===== src/hw/rtl/u2c_pkg.sv =====
package u2c_pkg;

	localparam int unsigned NUM_STAGES = 11;

	// calendar constants
	localparam int unsigned GA_OFFSET       = 102032;
	localparam int unsigned GREG_CYCLE_DAYS = 146097;
	localparam int unsigned JB_OFFSET       = 2442113;
	localparam int unsigned YC_OFFSET       = 2442;
	localparam int unsigned YC_DIVISOR      = 7305;
	localparam int unsigned ME_DIVISOR      = 30601;
	localparam int unsigned MD_FACTOR       = 601;
	localparam int unsigned YEAR_EARLY      = 4716;
	localparam int unsigned YEAR_LATE       = 4715;
	localparam int unsigned ZELLER_MONTH    = 26;
	localparam int unsigned MONTH_SPLIT     = 13;

	// reciprocal multipliers: floor(n / d) == (n * ceil(2^sh / d)) >> sh for all n below 2^(sh - clog2(d))
	localparam int unsigned    DIV60_SH  = 34;
	localparam logic [30:0]    DIV60_MUL = 31'(((64'd1 << DIV60_SH) + 64'd14) / 64'd15);
	localparam int unsigned    DIVHR_SH  = 29;
	localparam logic [25:0]    DIVHR_MUL = 26'(((64'd1 << DIVHR_SH) + 64'd14) / 64'd15);
	localparam int unsigned    DIVDAY_SH  = 20;
	localparam logic [18:0]    DIVDAY_MUL = 19'(((64'd1 << DIVDAY_SH) + 64'd2) / 64'd3);
	localparam int unsigned    DIVYC_SH  = 39;
	localparam logic [26:0]    DIVYC_MUL = 27'(((64'd1 << DIVYC_SH) + 64'(YC_DIVISOR) - 64'd1)
		/ 64'(YC_DIVISOR));
	localparam int unsigned    DIVME_SH  = 35;
	localparam logic [30:0]    DIVME_MUL = 31'(64'd1000 * (((64'd1 << DIVME_SH)
		+ 64'(ME_DIVISOR) - 64'd1) / 64'(ME_DIVISOR)));
	localparam int unsigned    DIVMD_SH  = 25;
	localparam logic [24:0]    DIVMD_MUL = 25'(64'(MD_FACTOR) * (((64'd1 << DIVMD_SH)
		+ 64'd999) / 64'd1000));
	localparam int unsigned    DIVCENT_SH  = 19;
	localparam logic [12:0]    DIVCENT_MUL = 13'(((64'd1 << DIVCENT_SH) + 64'd99) / 64'd100);
	localparam int unsigned    DIVMP_SH  = 13;
	localparam logic [14:0]    DIVMP_MUL = 15'(64'(ZELLER_MONTH) * (((64'd1 << DIVMP_SH)
		+ 64'd9) / 64'd10));
	localparam int unsigned    DIV7_SH  = 12;
	localparam logic [9:0]     DIV7_MUL = 10'(((64'd1 << DIV7_SH) + 64'd6) / 64'd7);

	typedef struct packed {
		logic signed [32:0] unix_seconds;
	} u2c_in_t;

	typedef struct packed {
		logic [5:0]  second_of_minute;
		logic [5:0]  minute_of_hour;
		logic [4:0]  hour_of_day;
		logic [4:0]  day_of_month;
		logic [3:0]  month_of_year;
		logic [11:0] calendar_year;
		logic [2:0]  weekday;
	} u2c_out_t;

	typedef struct packed {
		logic [5:0] second;
		logic [5:0] minute;
		logic [4:0] hour;
	} u2c_time_t;

	typedef struct packed {
		logic [4:0]  day;
		logic [3:0]  month;
		logic [11:0] year;
	} u2c_date_t;

endpackage


===== src/hw/rtl/u2c_stream_if.sv =====
interface u2c_stream_if #(
	parameter type payload_t = logic
);
	logic     valid;
	logic     ready;
	payload_t payload;

	modport source (output valid, output payload, input ready);
	modport sink (input valid, input payload, output ready);
endinterface


===== src/hw/rtl/u2c_tod.sv =====
module u2c_tod
	import u2c_pkg::*;
(
	input  logic               clk,
	input  logic [3:0]         en,
	input  logic signed [32:0] seconds,
	output logic [15:0]        days_s3,
	output u2c_time_t          time_s4
);
	logic [31:0] t;
	logic [60:0] prod_min;
	logic [26:0] tmin_s1;
	logic [5:0]  tlow_s1;
	logic [11:0] sec_sub;
	logic [50:0] prod_hr;
	logic [5:0]  sec_s2;
	logic [5:0]  mlow_s2;
	logic [20:0] thour_s2;
	logic [11:0] min_sub;
	logic [36:0] prod_day;
	logic [5:0]  sec_s3;
	logic [5:0]  min_s3;
	logic [4:0]  hlow_s3;
	logic [9:0]  hr_sub;

	// negative timestamps clamp to the epoch
	assign t        = seconds[32] ? 32'd0 : seconds[31:0];
	assign prod_min = 61'(t[31:2]) * 61'(DIV60_MUL);

	always_ff @(posedge clk) begin
		if (en[0]) begin
			tmin_s1 <= prod_min[DIV60_SH +: 27];
			tlow_s1 <= t[5:0];
		end
	end

	// only the low bits matter, the remainder is below 64
	assign sec_sub = 12'(tmin_s1[5:0]) * 12'd60;
	assign prod_hr = 51'(tmin_s1[26:2]) * 51'(DIVHR_MUL);

	always_ff @(posedge clk) begin
		if (en[1]) begin
			sec_s2   <= tlow_s1 - sec_sub[5:0];
			mlow_s2  <= tmin_s1[5:0];
			thour_s2 <= prod_hr[DIVHR_SH +: 21];
		end
	end

	assign min_sub  = 12'(thour_s2[5:0]) * 12'd60;
	assign prod_day = 37'(thour_s2[20:3]) * 37'(DIVDAY_MUL);

	always_ff @(posedge clk) begin
		if (en[2]) begin
			sec_s3  <= sec_s2;
			min_s3  <= mlow_s2 - min_sub[5:0];
			hlow_s3 <= thour_s2[4:0];
			days_s3 <= prod_day[DIVDAY_SH +: 16];
		end
	end

	assign hr_sub = 10'(days_s3[4:0]) * 10'd24;

	always_ff @(posedge clk) begin
		if (en[3]) begin
			time_s4.second <= sec_s3;
			time_s4.minute <= min_s3;
			time_s4.hour   <= hlow_s3 - hr_sub[4:0];
		end
	end
endmodule


===== src/hw/rtl/u2c_date.sv =====
module u2c_date
	import u2c_pkg::*;
(
	input  logic        clk,
	input  logic [4:0]  en,
	input  logic [15:0] days_s3,
	input  u2c_time_t   time_s4,
	output u2c_date_t   date_s8,
	output u2c_time_t   time_s8
);
	logic [18:0] ga_arg;
	logic [1:0]  ga_base;
	logic [4:0]  ga;
	logic [4:0]  ga_corr;
	logic [21:0] jb_s4;
	logic [25:0] yc_arg;
	logic [52:0] prod_yc;
	logic [13:0] yc_s5;
	logic [21:0] jb_s5;
	u2c_time_t   time_s5;
	logic [21:0] dd_full;
	logic [9:0]  dd_s6;
	logic [13:0] yc_s6;
	u2c_time_t   time_s6;
	logic [40:0] prod_me;
	logic [4:0]  me_s7;
	logic [9:0]  dd_s7;
	logic [13:0] yc_s7;
	u2c_time_t   time_s7;
	logic [29:0] prod_md;
	logic [9:0]  md_full;
	logic [13:0] yr_full;
	logic [4:0]  mo_full;

	assign ga_arg = {1'b0, days_s3, 2'b00} + 19'(GA_OFFSET);

	// the scaled day count stays below three Gregorian cycles, so the quotient is 0, 1 or 2
	always_comb begin
		priority if (ga_arg >= 19'(2 * GREG_CYCLE_DAYS)) begin
			ga_base = 2'd2;
		end else if (ga_arg >= 19'(GREG_CYCLE_DAYS)) begin
			ga_base = 2'd1;
		end else begin
			ga_base = 2'd0;
		end
	end

	assign ga      = 5'(ga_base) + 5'd15;
	assign ga_corr = ga - (ga >> 2);

	always_ff @(posedge clk) begin
		if (en[0]) begin
			jb_s4 <= 22'(days_s3) + 22'(JB_OFFSET) + 22'(ga_corr);
		end
	end

	// 20 * jb as shift-add
	assign yc_arg  = {jb_s4, 4'b0000} + 26'({jb_s4, 2'b00}) - 26'(YC_OFFSET);
	assign prod_yc = 53'(yc_arg) * 53'(DIVYC_MUL);

	always_ff @(posedge clk) begin
		if (en[1]) begin
			yc_s5   <= prod_yc[DIVYC_SH +: 14];
			jb_s5   <= jb_s4;
			time_s5 <= time_s4;
		end
	end

	assign dd_full = jb_s5 - 22'(yc_s5) * 22'd365 - 22'(yc_s5[13:2]);

	always_ff @(posedge clk) begin
		if (en[2]) begin
			dd_s6   <= dd_full[9:0];
			yc_s6   <= yc_s5;
			time_s6 <= time_s5;
		end
	end

	assign prod_me = 41'(dd_s6) * 41'(DIVME_MUL);

	always_ff @(posedge clk) begin
		if (en[3]) begin
			me_s7   <= prod_me[DIVME_SH +: 5];
			dd_s7   <= dd_s6;
			yc_s7   <= yc_s6;
			time_s7 <= time_s6;
		end
	end

	assign prod_md = 30'(me_s7) * 30'(DIVMD_MUL);
	assign md_full = dd_s7 - 10'(me_s7) * 10'd30 - 10'(prod_md[DIVMD_SH +: 4]);

	// march-based months wrap into the next year after month thirteen
	always_comb begin
		if (me_s7 <= 5'(MONTH_SPLIT)) begin
			yr_full = yc_s7 - 14'(YEAR_EARLY);
			mo_full = me_s7 - 5'd1;
		end else begin
			yr_full = yc_s7 - 14'(YEAR_LATE);
			mo_full = me_s7 - 5'(MONTH_SPLIT);
		end
	end

	always_ff @(posedge clk) begin
		if (en[4]) begin
			date_s8.day   <= md_full[4:0];
			date_s8.month <= mo_full[3:0];
			date_s8.year  <= yr_full[11:0];
			time_s8       <= time_s7;
		end
	end
endmodule


===== src/hw/rtl/u2c_wday.sv =====
module u2c_wday
	import u2c_pkg::*;
(
	input  logic       clk,
	input  logic [2:0] en,
	input  u2c_date_t  date_s8,
	input  u2c_time_t  time_s8,
	output u2c_out_t   result_s11
);
	logic [11:0] zy;
	logic [3:0]  zm;
	logic [24:0] prod_cent;
	logic [4:0]  cent_s9;
	logic [11:0] zy_s9;
	logic [3:0]  zm_s9;
	u2c_date_t   date_s9;
	u2c_time_t   time_s9;
	logic [11:0] yoc_full;
	logic [6:0]  yoc;
	logic [18:0] prod_mp;
	logic [8:0]  h_sum;
	logic [8:0]  hp_s10;
	u2c_date_t   date_s10;
	u2c_time_t   time_s10;
	logic [18:0] prod_q7;
	logic [8:0]  rem7;

	// january and february count as months 13 and 14 of the year before
	always_comb begin
		if (date_s8.month <= 4'd2) begin
			zm = date_s8.month + 4'd12;
			zy = date_s8.year - 12'd1;
		end else begin
			zm = date_s8.month;
			zy = date_s8.year;
		end
	end

	assign prod_cent = 25'(zy) * 25'(DIVCENT_MUL);

	always_ff @(posedge clk) begin
		if (en[0]) begin
			cent_s9 <= prod_cent[DIVCENT_SH +: 5];
			zy_s9   <= zy;
			zm_s9   <= zm;
			date_s9 <= date_s8;
			time_s9 <= time_s8;
		end
	end

	assign yoc_full = zy_s9 - 12'(cent_s9) * 12'd100;
	assign yoc      = yoc_full[6:0];
	assign prod_mp  = 19'(zm_s9 + 4'd1) * 19'(DIVMP_MUL);

	// zeller sum plus the shift that puts monday at zero
	assign h_sum = 9'(date_s9.day) + 9'(prod_mp[DIVMP_SH +: 6]) + 9'(yoc) + 9'(yoc[6:2])
		+ 9'(cent_s9) * 9'd5 + 9'(cent_s9[4:2]) + 9'd5;

	always_ff @(posedge clk) begin
		if (en[1]) begin
			hp_s10   <= h_sum;
			date_s10 <= date_s9;
			time_s10 <= time_s9;
		end
	end

	assign prod_q7 = 19'(hp_s10) * 19'(DIV7_MUL);
	assign rem7    = hp_s10 - 9'(prod_q7[DIV7_SH +: 6]) * 9'd7;

	always_ff @(posedge clk) begin
		if (en[2]) begin
			result_s11.second_of_minute <= time_s10.second;
			result_s11.minute_of_hour   <= time_s10.minute;
			result_s11.hour_of_day      <= time_s10.hour;
			result_s11.day_of_month     <= date_s10.day;
			result_s11.month_of_year    <= date_s10.month;
			result_s11.calendar_year    <= date_s10.year;
			result_s11.weekday          <= rem7[2:0] + 3'd1;
		end
	end
endmodule


===== src/hw/rtl/unix_seconds_to_calendar_date_top.sv =====
// each accepted request passes through one register per stage on the way to its result
// throughput: one request per cycle while the output is not stalled; each stage holds at most one reciprocal multiply
// a stalled output backs up stage by stage, bubbles are squeezed out on the way
// reset clears the stage valid bits only, datapath registers are not reset
module unix_seconds_to_calendar_date_top
	import u2c_pkg::*;
(
	input  logic        clk,
	input  logic        arst_n,
	u2c_stream_if.sink   ts_in,
	u2c_stream_if.source date_out
);
	logic [NUM_STAGES:1] en;
	logic [NUM_STAGES:1] stage_valid_q;
	logic [15:0]         days_s3;
	u2c_time_t           time_s4;
	u2c_date_t           date_s8;
	u2c_time_t           time_s8;
	u2c_out_t            result_s11;

	// a stage may load when it is empty or its successor loads too
	always_comb begin
		en[NUM_STAGES] = !stage_valid_q[NUM_STAGES] || date_out.ready;
		for (int k = NUM_STAGES - 1; k >= 1; k--) begin
			en[k] = !stage_valid_q[k] || en[k + 1];
		end
	end

	always_ff @(posedge clk or negedge arst_n) begin
		if (!arst_n) begin
			stage_valid_q <= '0;
		end else begin
			if (en[1]) begin
				stage_valid_q[1] <= ts_in.valid;
			end
			for (int k = 2; k <= NUM_STAGES; k++) begin
				if (en[k]) begin
					stage_valid_q[k] <= stage_valid_q[k - 1];
				end
			end
		end
	end

	assign ts_in.ready      = en[1];
	assign date_out.valid   = stage_valid_q[NUM_STAGES];
	assign date_out.payload = result_s11;

	u2c_tod u_tod (
		.clk     (clk),
		.en      (en[4:1]),
		.seconds (ts_in.payload.unix_seconds),
		.days_s3 (days_s3),
		.time_s4 (time_s4)
	);

	u2c_date u_date (
		.clk     (clk),
		.en      (en[8:4]),
		.days_s3 (days_s3),
		.time_s4 (time_s4),
		.date_s8 (date_s8),
		.time_s8 (time_s8)
	);

	u2c_wday u_wday (
		.clk        (clk),
		.en         (en[11:9]),
		.date_s8    (date_s8),
		.time_s8    (time_s8),
		.result_s11 (result_s11)
	);

	a_ready_when_drained: assert property (@(posedge clk) disable iff (!arst_n)
		!date_out.valid |-> ts_in.ready)
		else $error("input stalled while the output stage is empty");

	a_request_enters: assert property (@(posedge clk) disable iff (!arst_n)
		ts_in.valid && ts_in.ready |=> stage_valid_q[1])
		else $error("accepted request did not reach the first stage");

	a_time_range: assert property (@(posedge clk) disable iff (!arst_n)
		date_out.valid |-> date_out.payload.second_of_minute <= 6'd59
			&& date_out.payload.minute_of_hour <= 6'd59
			&& date_out.payload.hour_of_day <= 5'd23)
		else $error("time of day out of range");

	a_date_range: assert property (@(posedge clk) disable iff (!arst_n)
		date_out.valid |-> date_out.payload.day_of_month >= 5'd1
			&& date_out.payload.month_of_year >= 4'd1
			&& date_out.payload.month_of_year <= 4'd12
			&& date_out.payload.calendar_year >= 12'd1970
			&& date_out.payload.calendar_year <= 12'd2106)
		else $error("calendar date out of range");

	a_weekday_range: assert property (@(posedge clk) disable iff (!arst_n)
		date_out.valid |-> date_out.payload.weekday != 3'd0)
		else $error("weekday out of range");
endmodule


===== src/flat_wrapper.sv =====
// flat-port wrapper written by rule: the top's interface ports become plain ports
module unix_seconds_to_calendar_date_top_flat import u2c_pkg::*;
  (clk, arst_n, ts_in_valid, ts_in_payload, ts_in_ready, date_out_valid, date_out_payload, date_out_ready);
  u2c_stream_if #(.payload_t(u2c_in_t)) ts_in_i ();
  u2c_stream_if #(.payload_t(u2c_out_t)) date_out_i ();
  input  logic clk;
  input  logic arst_n;
  input wire logic [$bits(ts_in_i.valid)-1:0] ts_in_valid;
  input wire logic [$bits(ts_in_i.payload)-1:0] ts_in_payload;
  output wire logic [$bits(ts_in_i.ready)-1:0] ts_in_ready;
  output wire logic [$bits(date_out_i.valid)-1:0] date_out_valid;
  output wire logic [$bits(date_out_i.payload)-1:0] date_out_payload;
  input wire logic [$bits(date_out_i.ready)-1:0] date_out_ready;
  assign ts_in_i.valid = ts_in_valid;
  assign ts_in_i.payload = ts_in_payload;
  assign ts_in_ready = ts_in_i.ready;
  assign date_out_valid = date_out_i.valid;
  assign date_out_payload = date_out_i.payload;
  assign date_out_i.ready = date_out_ready;
  unix_seconds_to_calendar_date_top u_core (.clk(clk), .arst_n(arst_n), .ts_in(ts_in_i), .date_out(date_out_i));
endmodule

===== config.mk =====
export PLATFORM = sky130hd
export DESIGN_NAME = unix_seconds_to_calendar_date_top_flat
export DESIGN_NICKNAME = d
export VERILOG_FILES = /design/src/hw/rtl/u2c_pkg.sv /design/src/hw/rtl/u2c_stream_if.sv /design/src/hw/rtl/u2c_tod.sv /design/src/hw/rtl/u2c_date.sv /design/src/hw/rtl/u2c_wday.sv /design/src/hw/rtl/unix_seconds_to_calendar_date_top.sv /design/src/flat_wrapper.sv
export SDC_FILE = /design/constraint.sdc
export NUM_CORES = 2
export LEC_CHECK = 0
export BUFFER_PORTS_ARGS = -buffer_cell sky130_fd_sc_hd__buf_2
export CAP_MARGIN = 40
export CORE_MARGIN = 10
export CORE_UTILIZATION = 60
export CTS_CLUSTER_SIZE = 40
export DETAILED_ROUTE_END_ITERATION = 6
export HOLD_SLACK_MARGIN = 0.12
export PLACE_DENSITY = 0.77
export SYNTH_ARGS = -nofsm -noshare
export SYNTH_HDL_FRONTEND = slang
export SYNTH_HIERARCHICAL = 1
export SYNTH_SLANG_ARGS = --single-unit

===== constraint.sdc =====
create_clock -name clk -period 17.55 [get_ports clk]
set_clock_uncertainty 0.05 [all_clocks]
set_input_delay 3.51 -clock clk [delete_from_list [all_inputs] [get_ports clk]]
set_output_delay 3.51 -clock clk [all_outputs]
set_load 0.02 [all_outputs]

Yosys cells after proc, flatten, opt, wreduce, memory -nomap -nowiden
Index checks and enable logic that the tools add are counted.
{ "op_classes": {"magnitude_cmp": 4, "multipliers": 17, "add_sub_neg": 30, "mux": 7, "reduce_logical": 22} }
{ "op_table": {"columns": ["cell", "n"], "rows": [
  ["multiplier 30 x 31 -> 61 bit, second input constant", 1],
  ["multiplier 26 x 26 -> 52 bit, second input constant", 1],
  ["multiplier 25 x 26 -> 50 bit, second input constant", 1],
  ["multiplier 10 x 28 -> 37 bit, second input constant", 1],
  ["multiplier 18 x 18 -> 35 bit, second input constant", 1],
  ["2-to-1 mux 32 bit", 1],
  ["multiplier 5 x 25 -> 29 bit, second input constant", 1],
  ["adder 26 x 24 -> 26 bit", 1],
  ["subtractor 26 x 12 -> 26 bit, second input constant", 1],
  ["multiplier 12 x 13 -> 24 bit, second input constant", 1],
  ["2-to-1 mux 12 bit", 2],
  ["subtractor 12 x 10 -> 12 bit, second input constant", 2],
  ["adder 16 x 22 -> 22 bit, second input constant", 1],
  ["adder 22 x 5 -> 22 bit", 1],
  ["subtractor 10 bit", 2],
  ["adder 18 x 17 -> 19 bit, second input constant", 1],
  ["greater-or-equal comparator 19 x 18 -> 1 bit, second input constant", 1],
  ["greater-or-equal comparator 19 bit, second input constant", 1],
  ["multiplier 9 x 9 -> 17 bit, second input constant", 1],
  ["multiplier 5 x 12 -> 16 bit, second input constant", 1],
  ["multiplier 14 x 9 -> 10 bit, second input constant", 1],
  ["multiplier 6 x 4 -> 4 bit, second input constant", 2],
  ["subtractor 12 x 1 -> 12 bit, second input constant", 1],
  ["subtractor 6 bit", 2],
  ["29 further kinds", 51]
]} }
{ "totals": {"reg_bits": 448, "out_inout_bits": 43, "input_bits": 37} }

Longest topological paths before layout
{ "depth": {"depth_word": 12, "ltp_mapped": 35} }

Cells and area by module
The synthesis kept the hierarchy.
{ "by_module_without_submodules": {"columns": ["mod", "n_inst", "cells_per_inst", "area_per_inst_um2"], "rows": [
  ["u2c_date", 1, 2393, 25778.5],
  ["u2c_tod", 1, 2166, 23535.1],
  ["u2c_wday", 1, 763, 9875.7],
  ["unix_seconds_to_calendar_date_top", 1, 40, 491.7]
]} }

Least setup slack after synthesis
No wires, ideal clock.
{ "synth_path": {"path_type": "input to register", "from": "input port ts_in_payload[32]", "to": "register u_core.u_tod.tmin_s1[20] (data pin)", "stages": 23, "setup_ps": 262, "arrival_time_ps": 9252, "path_slack_ps": 7986, "path_cell_list": "clkbuf_1 nor2b_1 ha_1 inv_1 fa_1 fa_1 fa_1 inv_1 fa_1 inv_1 fa_1 inv_1 ha_1 ha_1 a21o_1 a21o_1 a2111oi_2 or3_1 nand3_2 a21o_1 a21oi_1 o21bai_1 xor2_1"} }
{ "synth_between": {"elab_chain_len": 2} }
{ "synth_lines": {"columns": ["element", "line", "source"], "rows": [
  ["from (decl)", "flat_wrapper.sv:9", "input wire logic [$bits(ts_in_i.payload)-1:0] ts_in_payload;"],
  ["2-to-1 mux 32 bit", "u2c_tod.sv:27", "assign t = seconds[32] ? 32'd0 : seconds[31:0];"],
  ["multiplier 30 x 31 -> 61 bit", "u2c_tod.sv:28", "assign prod_min = 61'(t[31:2]) * 61'(DIV60_MUL);"],
  ["named net u_core.u_tod.prod_min[54]", "u2c_tod.sv:11", "logic [60:0] prod_min;"],
  ["to (signal assigned)", "u2c_tod.sv:32", "tmin_s1 <= prod_min[DIV60_SH +: 27];"],
  ["to (decl)", "u2c_tod.sv:12", "logic [26:0] tmin_s1;"]
]} }
The timed path passes the listed nets, and every way through them passes these cells.
A chain may end at the register's enable or synchronous reset.

Final worst setup path
{ "layout_path": {"from": "register u_core.u_date.jb_s4[0]", "to": "register u_core.u_date.yc_s5[11] (data pin)"} }
{ "layout_between": {"elab_chain_len": 3} }
{ "layout_lines": {"columns": ["element", "line", "source"], "rows": [
  ["from (decl)", "u2c_date.sv:15", "logic [21:0] jb_s4;"],
  ["from (signal assigned)", "u2c_date.sv:53", "jb_s4 <= 22'(days_s3) + 22'(JB_OFFSET) + 22'(ga_corr);"],
  ["adder 26 x 24 -> 26 bit", "u2c_date.sv:58", "assign yc_arg = {jb_s4, 4'b0000} + 26'({jb_s4, 2'b00}) - 26'(YC_OFFSET);"],
  ["subtractor 26 x 12 -> 26 bit", "u2c_date.sv:58", null],
  ["multiplier 26 x 26 -> 52 bit", "u2c_date.sv:59", "assign prod_yc = 53'(yc_arg) * 53'(DIVYC_MUL);"],
  ["named net u_core.u_date.prod_yc[50]", "u2c_date.sv:17", "logic [52:0] prod_yc;"],
  ["to (signal assigned)", "u2c_date.sv:63", "yc_s5 <= prod_yc[DIVYC_SH +: 14];"],
  ["to (decl)", "u2c_date.sv:18", "logic [13:0] yc_s5;"]
]} }
The timed path passes the listed nets, and every way through them passes these cells.

==> results_dict.tcl <==
set metrics [dict create \
    synth_edf_count 429 \
    worst_setup_path_end_kind "register" \
    crit_family "adder cells" \
    r2r-start "u_core/u_date/jb_s4[0]" \
    finalSetupViolCount 0 \
    rsz0062_at_grt "no" \
    clockRootBuffer "clkbuf_16" \
    io_buffers 79 \
    die_area_um2 112000 \
    fp.dieH_um 335 \
    ctsLongestPathBuffers 3 \
    cts_resized 0 \
    drt_pass1_iterations 7 \
    viasPerCell 5.41 \
    synth-xor-area-share_pct 3.84 \
    critPathMaxFanout 12 \
    synth-compound-area-share_pct 6.55 \
    holdWs_ps 350 \
    synthCells 5362 \
    cpPeakStageDelay_ps 590 \
    numClockSinks 440 \
    grt_max_degree 53 \
    gp_congestion 0.942 \
    grt_pass1_vias 40700 \
    hp-start "u_core/u_date/time_s7[7]" \
    synth_top_family_by_area "adder cells" \
    start_kind "register" \
    dp.final_hpwl_um 106000 \
    tightest_slew_ps 955 \
    dpl_worst_slack_ps 7200 \
    netlist_top_cells_count "1514 x inv_1, 1305 x ha_1, 776 x fa_1" \
    ys_seq_area_share_pct 22.0 \
    fin_ws_ps 7590 \
    ys_types 111 \
    grt_pass1_wl_um 204000 \
    reg2reg_slack_ps 7590 \
    postPlaceCellArea_um2 61900 \
    antenna_found_initial 3 \
    cts-buffers-inserted 41 \
    fmax_ghz 0.100 \
    crit_arrival_ps 10220 \
    drive_gt1_share_pct 4.84 \
    synthMuxAreaShare_pct 0.0860 \
    hold_end "u_core/u_date/time_s8[7]" \
    relSlewSlack_pct 36.2 \
    synthAdderAreaFrac_pct 53.4 \
    required_ps 17810 \
    design_area_um2 63300 \
    core_um2 98600 \
    setup-tns-final_ps 0 \
    path_buf_inv 9 \
    drt_iter0_drc 1899 \
    wire_per_inst_um 17.8 \
    postCtsHoldBufs 0 \
    yosysWarnings 6 \
    nets 7618 \
    slew_viol_final 0 \
    cts_tree "yes" \
    overflow 0 \
    cts_setup_buffers 0 \
    crit_top_cell "inv_1" \
    yosys.area_share.simple_pct 4.30 \
    maxCapViolations 0 \
    syn_area_per_cell_um2 11.1 \
    status "finished, final reports clean" \
    grt_usage_pct 22.4 \
    crit_type "reg -> reg" \
    area_growth_pct 6.12 \
    start_util_pct 60.6 \
    drc 0 \
    rows 115 \
    holdCritPathClass "reg -> reg" \
    slowest_stage "fa_1" \
    final.fill_count 7527 \
    ant_nets 0 \
    clk_pin_slew_worst_paths_ps 70 \
    io_pins 80 \
    r2r_cells 34 \
    clk_latency_ps 570 \
    synth-main-ff-cell "edfxtp_1" \
    post-route-period-util_pct 56.8 \
    synth_top_area_cell "ha_1" \
    netlist_area_um2 59700 \
    vias 36900 \
    yosysMostFrequentCell "inv_1" \
    die_w_um 335 \
    cts.htree.levels 2 \
    ys_seq_elements 440 \
    synth_async_sr_flop_share_pct 2.50 \
    post-route-min-period_ps 9960 \
    finalWirelength_um 121000 \
    whs_path_depth 0 \
    synth_top_area_share_pct 27.4 \
    r2r_end "u_core/u_date/yc_s5[11]" \
    finalHoldViolations 0 \
    synthTopCellsByArea "ha_1 27%, fa_1 26%, edfxtp_1 22%" \
]
logic make-up (layout without fill, tap and decap cells):
| kind of cell | count (synthesis) | in the layout |
|---|---|---|
| adders and majority gates | 2081 | 2081 |
| and+or+nand+nor | 475 | 475 |
| muxes | 5 | 5 |
| buffers and inverters | 1541 | 1710 |
| DFF | 440 | 440 |
| xor gates and xnor gates | 256 | 256 |
| other | 2 | 4 |
| AOI/OAI and AO/OA | 562 | 562 |
registers in the layout, indices dropped and copies added, names as in the netlist, 9 cells and up:
name,flops
u_core/u_wday/hp_s10,9
u_core/u_date/yc_s7,12
u_core/u_wday/result_s11,41
u_core/u_wday/date_s9,19
u_core/u_tod/days_s3,16
u_core/u_date/yc_s5,12
u_core/u_date/jb_s5,10
u_core/u_wday/time_s10,17
u_core/u_wday/time_s9,17
u_core/u_tod/thour_s2,21
u_core/u_date/time_s8,17
u_core/u_date/jb_s4,18
u_core/u_date/dd_s6,10
u_core/u_tod/tmin_s1,27
u_core/stage_valid_q,11
u_core/u_date/time_s7,17
u_core/u_wday/date_s10,21
u_core/u_tod/time_s4,17
u_core/u_date/date_s8,21
u_core/u_date/yc_s6,12
u_core/u_date/time_s5,17
u_core/u_date/time_s6,17
per-stage QoR:
| stage | instances | util [%] |
|---|---|---|
| 5_1_grt | 6820 | 64.3 |
| 6_report | 6820 | 64.3 |
| 3_5_place_dp | 6744 | 62.8 |
| 2_1_floorplan | 5363 | - |
| 3_3_place_gp | 6737 | 62.7 |
| 4_1_cts | 6819 | 64.3 |
per-layer routing:
| layer | wire [um] | part of all wire, % | global-route usage [%] |
|---|---|---|---|
| met5 | 17 | 0.014 | 0 |
| met3 | 6080 | 5.0 | 3.45 |
| met2 | 59900 | 49 | 39.4 |
| met4 | 4010 | 3.3 | 6.37 |
| met1 | 51300 | 42 | 28.3 |
worst register-to-register path, delay by kind of cell, from the launching register on:
family / cells / cell delay, ps
compound gates: 12 / 3870
xor+xnor: 2 / 270
fa+ha+maj: 9 / 4120
buf+inv: 9 / 940
flops: 1 / 320
simple gates: 2 / 180
cell usage in the layout (no fill, tap or decap), drive strengths merged, types with 35 or more instances in the layout:
cell    instances
a21o           97
o21ai          84
a21oi         159
xnor2         172
nor2           77
clkbuf         46
nand4          35
nand2          96
fa            776
buf           118
inv          1520
edfxtp        429
nand3          50
ha           1305
xor2           81
nor2b          44
worst max-delay path by stage:
stage,start,end,cells after the start
finish,u_core/u_date/jb_s4[0],u_core/u_date/yc_s5[11],34
global route,u_core/u_date/jb_s4[0],u_core/u_date/yc_s5[11],35
CTS,ts_in_payload[32],u_core/u_tod/tmin_s1[26],25
detailed placement,ts_in_payload[32],u_core/u_tod/tmin_s1[26],25
global placement,ts_in_payload[32],u_core/u_tod/tmin_s1[26],24
floorplan,ts_in_payload[32],u_core/u_tod/tmin_s1[20],23
area by class of cell:
cell class / count / area (um2) / share of cell area [%]
sequential: 440 / 13200 / 20.8
inverter: 1517 / 5700 / 9.00
clock buffer: 46 / 1040 / 1.65
antenna: 1 / 2.50 / 0.00395
timing repair buffer: 118 / 733 / 1.16
clock inverter: 29 / 354 / 0.559
tap: 1287 / 1610 / 2.54
multi-input combinational: 3382 / 40700 / 64.3
Power is not shown: default switching activity piles up to over one toggle a cycle in this logic, so the estimate is an artifact.
